`src/hdl/hkra_pkg.sv`:
```
// Types, constants and lookup tables for the keyboard report translator.
package hkra_pkg;

  typedef struct packed {
    logic [7:0] modifier;
    logic [7:0] key_code;
  } hkra_in_t;

  typedef struct packed {
    logic       char_valid;
    logic [6:0] char_code;
    logic       led_valid;
    logic [1:0] led_bits;
  } hkra_out_t;

  typedef struct packed {
    logic [7:0] previous_key;
    logic [1:0] lock_leds;
  } hkra_state_t;

  localparam logic [7:0] MOD_CTRL  = 8'h11;
  localparam logic [7:0] MOD_SHIFT = 8'h22;
  localparam logic [7:0] MOD_ALTGR = 8'h40;

  localparam logic [1:0] LED_NUM   = 2'b01;
  localparam logic [1:0] LED_CAPS  = 2'b10;
  localparam logic [1:0] LED_RESET = LED_NUM;

  localparam logic [7:0] KEY_A        = 8'h04;
  localparam logic [7:0] KEY_Q        = 8'h14;
  localparam logic [7:0] KEY_Y        = 8'h1c;
  localparam logic [7:0] KEY_Z        = 8'h1d;
  localparam logic [7:0] KEY_1        = 8'h1e;
  localparam logic [7:0] KEY_0        = 8'h27;
  localparam logic [7:0] KEY_ENTER    = 8'h28;
  localparam logic [7:0] KEY_SPACE    = 8'h2c;
  localparam logic [7:0] KEY_MINUS    = 8'h2d;
  localparam logic [7:0] KEY_SLASH    = 8'h38;
  localparam logic [7:0] KEY_CAPSLOCK = 8'h39;
  localparam logic [7:0] KEY_NUMLOCK  = 8'h53;
  localparam logic [7:0] KEY_KP_DIV   = 8'h54;
  localparam logic [7:0] KEY_KP_DOT   = 8'h63;
  localparam logic [7:0] KEY_NONUS    = 8'h64;

  localparam logic [7:0] CHAR_CR = 8'h0d;
  localparam logic [7:0] CHAR_LF = 8'h0a;
  localparam logic [7:0] CHAR_AT = 8'h40;
  localparam logic [7:0] CHAR_LT = 8'h3c;
  localparam logic [7:0] CHAR_GT = 8'h3e;
  localparam logic [7:0] CHAR_BAR = 8'h7c;

  localparam logic [7:0] LETTER_PLAIN_OFS = 8'h5d;
  localparam logic [7:0] LETTER_UPPER_OFS = 8'h3d;
  localparam logic [7:0] LETTER_CTRL_OFS  = 8'h03;

  localparam logic [1:0] DIGIT_PLAIN = 2'd0;
  localparam logic [1:0] DIGIT_SHIFT = 2'd1;
  localparam logic [1:0] DIGIT_ALTGR = 2'd2;

  function automatic logic [7:0] digit_char(input logic [3:0] idx, input logic [1:0] col);
    logic [7:0] c;
    c = 8'h00;
    case (col)
      DIGIT_PLAIN: begin
        case (idx)
          4'd0: c = 8'h31;
          4'd1: c = 8'h32;
          4'd2: c = 8'h33;
          4'd3: c = 8'h34;
          4'd4: c = 8'h35;
          4'd5: c = 8'h36;
          4'd6: c = 8'h37;
          4'd7: c = 8'h38;
          4'd8: c = 8'h39;
          4'd9: c = 8'h30;
          default: c = 8'h00;
        endcase
      end
      DIGIT_SHIFT: begin
        case (idx)
          4'd0: c = 8'h21;
          4'd1: c = 8'h22;
          4'd2: c = 8'ha7;
          4'd3: c = 8'h24;
          4'd4: c = 8'h25;
          4'd5: c = 8'h26;
          4'd6: c = 8'h2f;
          4'd7: c = 8'h28;
          4'd8: c = 8'h29;
          4'd9: c = 8'h3d;
          default: c = 8'h00;
        endcase
      end
      DIGIT_ALTGR: begin
        case (idx)
          4'd0: c = 8'h31;
          4'd1: c = 8'h32;
          4'd2: c = 8'h33;
          4'd3: c = 8'h34;
          4'd4: c = 8'h35;
          4'd5: c = 8'h36;
          4'd6: c = 8'h7b;
          4'd7: c = 8'h5b;
          4'd8: c = 8'h5d;
          4'd9: c = 8'h7d;
          default: c = 8'h00;
        endcase
      end
      default: c = 8'h00;
    endcase
    return c;
  endfunction

  function automatic logic [7:0] ctl_char(input logic [2:0] idx);
    logic [7:0] c;
    case (idx)
      3'd0: c = 8'h0d;
      3'd1: c = 8'h1b;
      3'd2: c = 8'h08;
      3'd3: c = 8'h09;
      3'd4: c = 8'h20;
      default: c = 8'h00;
    endcase
    return c;
  endfunction

  function automatic logic [7:0] punct_char(input logic [3:0] idx, input logic shift);
    logic [7:0] c;
    case (idx)
      4'd0:  c = shift ? 8'h3f : 8'hdf;
      4'd1:  c = shift ? 8'hb4 : 8'h60;
      4'd2:  c = shift ? 8'hdc : 8'hfc;
      4'd3:  c = shift ? 8'h2a : 8'h2b;
      4'd5:  c = shift ? 8'h27 : 8'h23;
      4'd6:  c = shift ? 8'hd6 : 8'hf6;
      4'd7:  c = shift ? 8'hc4 : 8'he4;
      4'd8:  c = shift ? 8'hb0 : 8'h5e;
      4'd9:  c = shift ? 8'h3b : 8'h2c;
      4'd10: c = shift ? 8'h3a : 8'h2e;
      4'd11: c = shift ? 8'h5f : 8'h2d;
      default: c = 8'h00;
    endcase
    return c;
  endfunction

  function automatic logic [7:0] pad_char(input logic [3:0] idx);
    logic [7:0] c;
    case (idx)
      4'd0:  c = 8'h2f;
      4'd1:  c = 8'h2a;
      4'd2:  c = 8'h2d;
      4'd3:  c = 8'h2b;
      4'd4:  c = 8'h0d;
      4'd5:  c = 8'h31;
      4'd6:  c = 8'h32;
      4'd7:  c = 8'h33;
      4'd8:  c = 8'h34;
      4'd9:  c = 8'h35;
      4'd10: c = 8'h36;
      4'd11: c = 8'h37;
      4'd12: c = 8'h38;
      4'd13: c = 8'h39;
      4'd14: c = 8'h30;
      4'd15: c = 8'h2c;
      default: c = 8'h00;
    endcase
    return c;
  endfunction

endpackage

```
`src/hdl/hkra_xlate.sv`:
```
// Combinational translation of one keyboard report and the next lock and key state.
module hkra_xlate (
  input  hkra_pkg::hkra_in_t    item,
  input  hkra_pkg::hkra_state_t state,
  input  logic                  newline_translate,
  output hkra_pkg::hkra_out_t   result,
  output hkra_pkg::hkra_state_t state_next
);
  import hkra_pkg::*;

  logic [7:0] ch;
  logic [7:0] k;
  logic [7:0] ofs;
  logic [1:0] col;
  logic       shift;
  logic       ctrl;
  logic       altgr;
  logic       led_evt;

  assign shift = |(item.modifier & MOD_SHIFT);
  assign ctrl  = |(item.modifier & MOD_CTRL);
  assign altgr = |(item.modifier & MOD_ALTGR);

  always_comb begin
    ch         = 8'h00;
    k          = item.key_code;
    ofs        = 8'h00;
    col        = DIGIT_PLAIN;
    led_evt    = 1'b0;
    state_next = state;
    if (item.key_code != state.previous_key) begin
      state_next.previous_key = item.key_code;
      case (item.key_code) inside
        [KEY_A:KEY_Z]: begin
          if (item.key_code == KEY_Y) begin
            k = KEY_Z;
          end else if (item.key_code == KEY_Z) begin
            k = KEY_Y;
          end
          if (ctrl) begin
            ch = k - LETTER_CTRL_OFS;
          end else begin
            ch = (shift ^ |(state.lock_leds & LED_CAPS)) ? k + LETTER_UPPER_OFS
                                                       : k + LETTER_PLAIN_OFS;
            if (k == KEY_Q && altgr) begin
              ch = CHAR_AT;
            end
          end
        end
        [KEY_1:KEY_0]: begin
          ofs = item.key_code - KEY_1;
          col = altgr ? DIGIT_ALTGR : (shift ? DIGIT_SHIFT : DIGIT_PLAIN);
          ch  = digit_char(ofs[3:0], col);
        end
        [KEY_ENTER:KEY_SPACE]: begin
          ofs = item.key_code - KEY_ENTER;
          ch  = ctl_char(ofs[2:0]);
        end
        [KEY_MINUS:KEY_SLASH]: begin
          ofs = item.key_code - KEY_MINUS;
          ch  = punct_char(ofs[3:0], shift);
        end
        KEY_CAPSLOCK: begin
          state_next.lock_leds = state.lock_leds ^ LED_CAPS;
          led_evt = 1'b1;
        end
        KEY_NUMLOCK: begin
          state_next.lock_leds = state.lock_leds ^ LED_NUM;
          led_evt = 1'b1;
        end
        [KEY_KP_DIV:KEY_KP_DOT]: begin
          ofs = item.key_code - KEY_KP_DIV;
          ch  = pad_char(ofs[3:0]);
        end
        KEY_NONUS: begin
          ch = altgr ? CHAR_BAR : (shift ? CHAR_GT : CHAR_LT);
        end
        default: ch = 8'h00;
      endcase
      if (ch[7]) begin
        ch = 8'h00;
      end
      if (ch == CHAR_CR && newline_translate) begin
        ch = CHAR_LF;
      end
    end
    result.char_valid = (ch != 8'h00);
    result.char_code  = ch[6:0];
    result.led_valid  = led_evt;
    result.led_bits   = led_evt ? state_next.lock_leds : 2'b00;
  end

endmodule

```
`src/hdl/hid_keyboard_report_to_ascii_top.sv`:
```
// A report accepted into the input register is translated and moves into the result register
// once that register is empty or its result is taken, and is presented from there.
// Throughput: one report per cycle while out_ready is high; input and result registers each
// hold one transfer. Every accepted report gives exactly one result transfer.
// Reset (synchronous, active high) empties both registers, clears the last key,
// sets NumLock on and CapsLock off, and clears newline translation.
module hid_keyboard_report_to_ascii_top (
  input  logic               clk,
  input  logic               rst,
  input  logic               in_valid,
  output logic               in_ready,
  input  hkra_pkg::hkra_in_t in_data,
  output logic               out_valid,
  input  logic               out_ready,
  output hkra_pkg::hkra_out_t out_data,
  input  logic               cfg_we,
  input  logic               cfg_data
);
  import hkra_pkg::*;

  logic        in_full;
  hkra_in_t    in_reg;
  logic        out_full;
  hkra_out_t   out_reg;
  hkra_state_t state;
  hkra_state_t state_next;
  hkra_out_t   result;
  logic        newline_translate;
  logic        advance;

  assign advance   = in_full && (!out_full || out_ready);
  assign in_ready  = !in_full || advance;
  assign out_valid = out_full;
  assign out_data  = out_reg;

  hkra_xlate u_xlate (
    .item              (in_reg),
    .state             (state),
    .newline_translate (newline_translate),
    .result            (result),
    .state_next        (state_next)
  );

  always_ff @(posedge clk) begin
    if (rst) begin
      in_full                <= 1'b0;
      out_full               <= 1'b0;
      state.previous_key     <= 8'h00;
      state.lock_leds        <= LED_RESET;
      newline_translate      <= 1'b0;
    end else begin
      if (cfg_we) begin
        newline_translate <= cfg_data;
      end
      if (in_ready) begin
        in_full <= in_valid;
      end
      if (advance) begin
        out_full <= 1'b1;
        state    <= state_next;
      end else if (out_ready) begin
        out_full <= 1'b0;
      end
    end
  end

  always_ff @(posedge clk) begin
    if (in_valid && in_ready) begin
      in_reg <= in_data;
    end
    if (advance) begin
      out_reg <= result;
    end
  end

endmodule

```
`config.mk`:
```
export PLATFORM = sky130hd
export DESIGN_NAME = hid_keyboard_report_to_ascii_top
export DESIGN_NICKNAME = d
export VERILOG_FILES = /design/src/hdl/hkra_pkg.sv /design/src/hdl/hkra_xlate.sv /design/src/hdl/hid_keyboard_report_to_ascii_top.sv
export SDC_FILE = /design/constraint.sdc
export NUM_CORES = 1
export LEC_CHECK = 0
export BUFFER_PORTS_ARGS = -buffer_cell sky130_fd_sc_hd__buf_4
export CAP_MARGIN = 20
export CORE_UTILIZATION = 65
export DETAILED_ROUTE_END_ITERATION = 6
export PLACE_DENSITY_LB_ADDON = 0.2
export SLEW_MARGIN = 20
export SYNTH_ARGS = -nofsm -noshare
export SYNTH_HDL_FRONTEND = slang
export SYNTH_SLANG_ARGS = --single-unit
```
`constraint.sdc`:
```
create_clock -name clk -period 6.4 [get_ports clk]
set_input_delay 0.64 -clock clk [delete_from_list [all_inputs] [get_ports clk]]
set_output_delay 0.64 -clock clk [all_outputs]
set_load 0.03 [all_outputs]
```
==> results of run 1 <==
==> synth_stat cells (2+ instances only) <==
master | instances | share of area
and2_1 | 9 | 0.017
mux2i_1 | 15 | 0.044
o21a_1 | 3 | 0.0067
nand3b_1 | 3 | 0.0067
o32a_1 | 2 | 0.0059
or3_1 | 4 | 0.0074
edfxtp_1 | 24 | 0.21
nor3_1 | 16 | 0.024
nand3_1 | 5 | 0.0074
a32oi_1 | 3 | 0.0078
xnor2_1 | 5 | 0.013
nand2_1 | 28 | 0.031
inv_1 | 19 | 0.021
o21bai_1 | 3 | 0.0067
a41oi_1 | 2 | 0.0052
nor3b_1 | 4 | 0.0089
o31ai_1 | 3 | 0.0067
or2_2 | 4 | 0.0074
nand4_1 | 8 | 0.015
o211ai_1 | 5 | 0.011
nor4_1 | 4 | 0.0074
a22oi_1 | 2 | 0.0044
nor2b_1 | 5 | 0.0093
a21o_1 | 2 | 0.0044
a211oi_1 | 4 | 0.0089
dfxtp_1 | 13 | 0.077
a211o_1 | 2 | 0.0052
xor2_1 | 12 | 0.031
clkbuf_1 | 19 | 0.021
mux2_2 | 2 | 0.0067
ha_1 | 23 | 0.085
buf_2 | 6 | 0.0089
nand2b_1 | 7 | 0.013
a221oi_1 | 3 | 0.0078
o21ai_0 | 18 | 0.027
o311ai_0 | 2 | 0.0052
a21oi_1 | 29 | 0.043
a21boi_1 | 2 | 0.0044
a31oi_1 | 5 | 0.0093
and3_1 | 5 | 0.0093
nor2_1 | 42 | 0.047
nor4b_1 | 2 | 0.0052
==> path summary, 6_finish.rpt <==
check | end | cells past startpoint | startpoint
worst max register to register | out_data[10]$_DFFE_PP_ | 11 | in_reg[1]$_DFFE_PP_
worst max-delay path | out_data[10]$_DFFE_PP_ | 11 | in_reg[1]$_DFFE_PP_
worst min register to register | state[8]$_SDFFE_PP0P_ | 2 | state[8]$_SDFFE_PP0P_
worst min-delay path | state[8]$_SDFFE_PP0P_ | 2 | state[8]$_SDFFE_PP0P_
==> through the flow <==
step,setup WS [ns],cells,utilization,power (uW),hold slack [ns]
final,1.66,484,0.758,635,0.514
after global routing,1.41,484,0.758,663,0.509
after CTS,1.75,484,0.758,632,0.517
after detailed placement,1.78,476,0.741,475,0.505
after global placement,1.84,476,0.741,470,0.482
after floorplan,2.38,404,-,427,0.452
==> cell families (layout without fill, tap and decap cells) <==
| group | count (synthesis) | after routing | synth area share |
|---|---|---|---|
| buffers and inverters | 47 | 60 | 0.0570 |
| AO/OA/AOI/OAI | 107 | 107 | 0.227 |
| multiplexers | 18 | 18 | 0.0577 |
| AND/OR/NAND/NOR | 154 | 154 | 0.235 |
| XOR/XNOR | 18 | 18 | 0.0489 |
| flip-flops | 37 | 37 | 0.290 |
| adder cells (fa/ha/maj) | 23 | 23 | 0.0851 |
==> cell type report <==
type / instances / share of cell area
inverter: 19 / 0.0194
tap: 67 / 0.0228
clock inverter: 3 / 0.00476
sequential: 37 / 0.267
clock buffer: 5 / 0.0187
timing repair buffer: 33 / 0.0674
multi-input combinational: 320 / 0.600
==> critical path, cell delays in order, from the launching register on <==
cell and delay, ns:
edfxtp_1 0.63, inv_1 0.28, ha_1 0.66, inv_1 0.31, ha_1 0.61, inv_1 0.21, a2111oi_4 0.39, nand2_2 0.10
o22ai_2 0.21, a2111oi_1 0.12, or4_1 0.55, o41a_1 0.42
==> metal layers <==
layer / track usage / vias to the layer above / wire length [um]
met5: 0 / - / 0
met4: 0.145 / 0 / 280
met3: 0.0718 / 32 / 884
met2: 0.556 / 203 / 4100
met1: 0.442 / 1480 / 3620
li1: - / 1508 / -
==> report_power, final <==
part	internal (uW)	total (uW)	switching (uW)
logic	75.4	188	113
clock network	75.2	159	83.4
registers	270	288	18.0
==> run_results.csv, run 1 <==
group,metric,value,unit
setup_path,cp-end-kind,"flip-flop",
status,status,"finished clean",
global_routing,grt_max_degree,21,
sta,worst_pin_slew,0.994,ns
sta,setup_viol,0,
sta,setup_tns,0,ns
cells_and_area,final_cell_mix,"nor2_1, buf_4, a21oi_1",
synth,syn_inst,404,
synth,async_reset_ff_frac,0,
cells_and_area,areaGrowthSynthToFinish,8.77,%
synth,seq_area_frac_synth,0.290,
sta,relSlewSlack,0.336,
floorplan,row_count,25,
routing,vias_per_cell,6.66,
synth,ys_dominant_reg_cell,"edfxtp_1",
clock_network,post_cts_buffers,0,
placed_design,portBuffers,31,
power,ir_drop,0.000162,V
power,p_leak,0.00145,uW
placed_design,gp_congestion,0.956,
global_routing,grt_antenna_before_repair,0,
synth,syn_area,0.00338,sq mm
routing,drt_wl_total,8880,um
clock_network,cts_buffers,5,
global_routing,track_usage,0.342,
cells_and_area,n_fill_cell,375,
clock_network,clkTransAtPathRegs,0.08,ns
synth,ys_types,72,
clock_network,ctsResizeCount,0,
synth,ys_ff_latch,37,
synth,synth_edf_count,24,
sta,skew,0.0128,ns
clock_network,clk_path_buf_depth,2,
clock_network,cts.sinks,37,
floorplan,io_pins,35,
floorplan,die_x,74.1,um
synth,synth_fp_nets,449,
routing,wl_per_cell,18.3,um
routing,vias,3223,
setup_path,crit_fanout,20,
placed_design,hpwlAfterDp,6400,um
global_routing,overflow,0,
setup_path,r2r_setup_slack,1.66,ns
global_routing,grt_pass1_vias,2966,
cells_and_area,diodes,0,
floorplan,initial_core_util,0.697,
routing,ant_nets,0,
cells_and_area,multiInputGateArea,0.00221,sq mm
routing,drt_pass1_iterations,5,
floorplan,die_y,74.1,um
setup_path,start_kind,"flip-flop",
sta,fin_crit,4.74,ns
sta,maxSlewViolCount,0,
sta,finalHoldViolations,0,
floorplan,die_area,0.00549,sq mm
power,power_density,173,mW/mm^2
routing,drt_iter0_markers,370,
clock_network,root_buffer,"clkbuf_8",
setup_path,cp.arrival,4.78,ns
cells_and_area,drive_gt1_frac,0.134,
clock_network,cts_hold_buffers,0,
cells_and_area,layout_commonest_cell,"nor2_1",
cells_and_area,largest_reg_flops,13,
global_routing,grt_pass1_wl,14200,um
sta,rsz0062_at_grt,"false",
setup_path,required,6.44,ns
synth,avgSynthCellArea,8.37,sq um
cells_and_area,register_area,981,sq um
job,max-cap-violations,0,
hold_path,hp-class,"reg -> reg",
cells_and_area,final_area,0.00368,sq mm
placed_design,place_area,0.00359,sq mm
sta,timing.final.crit_share,0.741,
clock_network,cts_tree,"built",
clock_network,insertion_delay,0.29,ns
sta,timing.fmax,211,MHz
clock_network,cts.htree.levels,2,
cells_and_area,final_nets,461,
setup_path,worstSetupPathType,"reg -> reg",
floorplan,core,0.00485,sq mm
synth,yosysWarnings,0,
routing,drc,0,
Note: power is estimated with default switching activity, not from simulation.
==> run 2: changes to the inputs <==
--- a/config.mk
+++ b/config.mk
@@ -7,7 +7,7 @@
 export LEC_CHECK = 0
 export BUFFER_PORTS_ARGS = -buffer_cell sky130_fd_sc_hd__buf_4
 export CAP_MARGIN = 20
-export CORE_UTILIZATION = 65
+export CORE_UTILIZATION = 54
 export DETAILED_ROUTE_END_ITERATION = 6
 export PLACE_DENSITY_LB_ADDON = 0.2
 export SLEW_MARGIN = 20
==> constraint.sdc (replaced) <==
create_clock -name clk -period 4.2 [get_ports clk]
set_input_delay 0.42 -clock clk [delete_from_list [all_inputs] [get_ports clk]]
set_output_delay 0.42 -clock clk [all_outputs]
set_load 0.03 [all_outputs]
==> run 2 against run 1 <==
Sequential power grew 47%. Clock skew shrank 0.0030 ns. Combinational power grew 66%. Critical path type unchanged. Largest cell class unchanged. Clock power grew 92%.
==> run_results.csv, run 2 (same netlist as run 1, synthesis figures left out) <==
group,metric,value,unit
status,status,"finished clean",
global_routing,grt_pass1_wl,13900,um
sta,relSlewSlack,0.510,
clock_network,ctsResizeCount,0,
floorplan,initial_core_util,0.564,
floorplan,io_pins,35,
setup_path,cp_cell_sequence,"inv_1, ha_2, inv_1, ha_1, inv_1, a2111oi_4, nand2_2, o22ai_2, a2111oi_1, or4_1, o41a_1",
setup_path,max_stage_delay,0.58,ns
clock_network,cts.sinks,37,
sta,worst_pin_slew,0.734,ns
clock_network,cts_tree,"built",
routing,vias,3166,
setup_path,crit_slowest_cell,"ha_1",
power,netSwitchingPower,335,uW
sta,rsz0062_at_grt,"false",
sta,setup_tns,0,ns
power,p_clk_frac,0.294,
routing,wl_per_cell,17.4,um
setup_path,cp.arrival,3.98,ns
global_routing,track_usage,0.280,
cells_and_area,largest_reg_flops,13,
floorplan,core,0.00599,sq mm
routing,drt_wl_total,8800,um
clock_network,cts_hold_buffers,0,
sta,setup_viol,0,
global_routing,grt_max_degree,19,
sta,maxSlewViolCount,0,
hold_path,hp-class,"in -> reg",
power,swShare,0.322,
power,intPower,705,uW
routing,m1WireLength,3880,um
power,p_seq_frac,0.406,
clock_network,clk_path_buf_depth,2,
power,ir_drop,0.000242,V
routing,top_layer,"met4",
routing,met3_length,621,um
cells_and_area,layout_commonest_cell,"buf_4",
floorplan,row_count,28,
sta,timing.fmax,253,MHz
routing,wl_met2,4130,um
setup_path,start_kind,"flip-flop",
clock_network,insertion_delay,0.29,ns
floorplan,die_x,81.1,um
clock_network,cts.htree.levels,2,
power,p_leak,0.00153,uW
cells_and_area,diodes,0,
cells_and_area,final_area,0.00384,sq mm
global_routing,grt_antenna_before_repair,0,
clock_network,cts_buffers,5,
setup_path,required,4.23,ns
cells_and_area,drive_gt1_frac,0.171,
routing,drt_pass1_iterations,5,
sta,skew,0.00981,ns
floorplan,die_area,0.00658,sq mm
sta,timing.final.crit_share,0.940,
routing,drc,0,
job,max-cap-violations,0,
setup_path,worstSetupPathType,"reg -> reg",
setup_path,cp-end-kind,"flip-flop",
placed_design,hpwlAfterDp,6670,um
sta,finalHoldViolations,0,
routing,vias_per_cell,6.24,
global_routing,overflow,0,
routing,drt_iter0_markers,310,
clock_network,clkTransAtPathRegs,0.08,ns
cells_and_area,final_nets,476,
cells_and_area,areaGrowthSynthToFinish,13.5,%
power,p_comb_frac,0.300,
cells_and_area,final_cell_mix,"buf_4, nor2_1, a21oi_1",
placed_design,portBuffers,31,
setup_path,cp_common_cell,"inv_1",
global_routing,grt_pass1_vias,2852,
clock_network,post_cts_buffers,0,
power,power_density,271,mW/mm^2
floorplan,die_y,81.1,um
sta,fin_crit,3.95,ns
routing,ant_nets,0,
placed_design,place_area,0.00371,sq mm
placed_design,gp_congestion,0.920,
setup_path,crit_fanout,13,
clock_network,root_buffer,"clkbuf_8",
run 2: power by group through the flow:
stage               sequential [uW]  clock, uW  combinational [uW]
floorplan                       444          0                 206
global placement                429          0                 300
detailed placement              431          0                 305
CTS                             422        312                 306
global route                    425        322                 340
finish                          423        306                 312
run 2: cell type report:
cell class,instances,area [sq um]
tap,75,93.8
clock buffer,7,108
fill,540,2150
clock inverter,1,6.26
inverter,19,71.3
timing repair buffer,48,360
multi-input combinational,320,2220
sequential,37,981
run 2: routing by layer:
layer,vias up,global-route usage
li1,1533,-
met1,1474,0.366
met2,145,0.461
met3,14,0.0551
met4,0,0.0929
met5,-,0
run 2: worst max-delay path: cells and delay by family, from the launching register on:
family                     cells  cell delay, ns
AOI/OAI and AO/OA              4            1.12
DFF                            1            0.39
adders and majority gates      2            0.96
buffers and inverters          3            0.58
and+or+nand+nor                2            0.65
run 2: final timing paths:
path	from	endpoint	slack, ns	cells after the start
max	in_reg[1]$_DFFE_PP_	out_data[10]$_DFFE_PP_	0.25	11
min	in_data[4]	in_reg[4]$_DFFE_PP_	0.30	1
max reg2reg	in_reg[1]$_DFFE_PP_	out_data[10]$_DFFE_PP_	0.25	11
min reg2reg	state[3]$_SDFFE_PP0P_	state[3]$_SDFFE_PP0P_	0.52	2
run 2: through the flow:
step / utilization / setup slack [ns] / hold slack [ns] / std cells / total power (uW)
floorplan: - / 0.184 / 0.452 / 404 / 650
global placement: 0.620 / 0.250 / 0.494 / 499 / 729
detailed placement: 0.620 / 0.174 / 0.507 / 499 / 736
CTS: 0.639 / 0.141 / 0.293 / 507 / 1040
global route: 0.640 / 0.0625 / 0.292 / 507 / 1090
finish: 0.640 / 0.254 / 0.296 / 507 / 1040
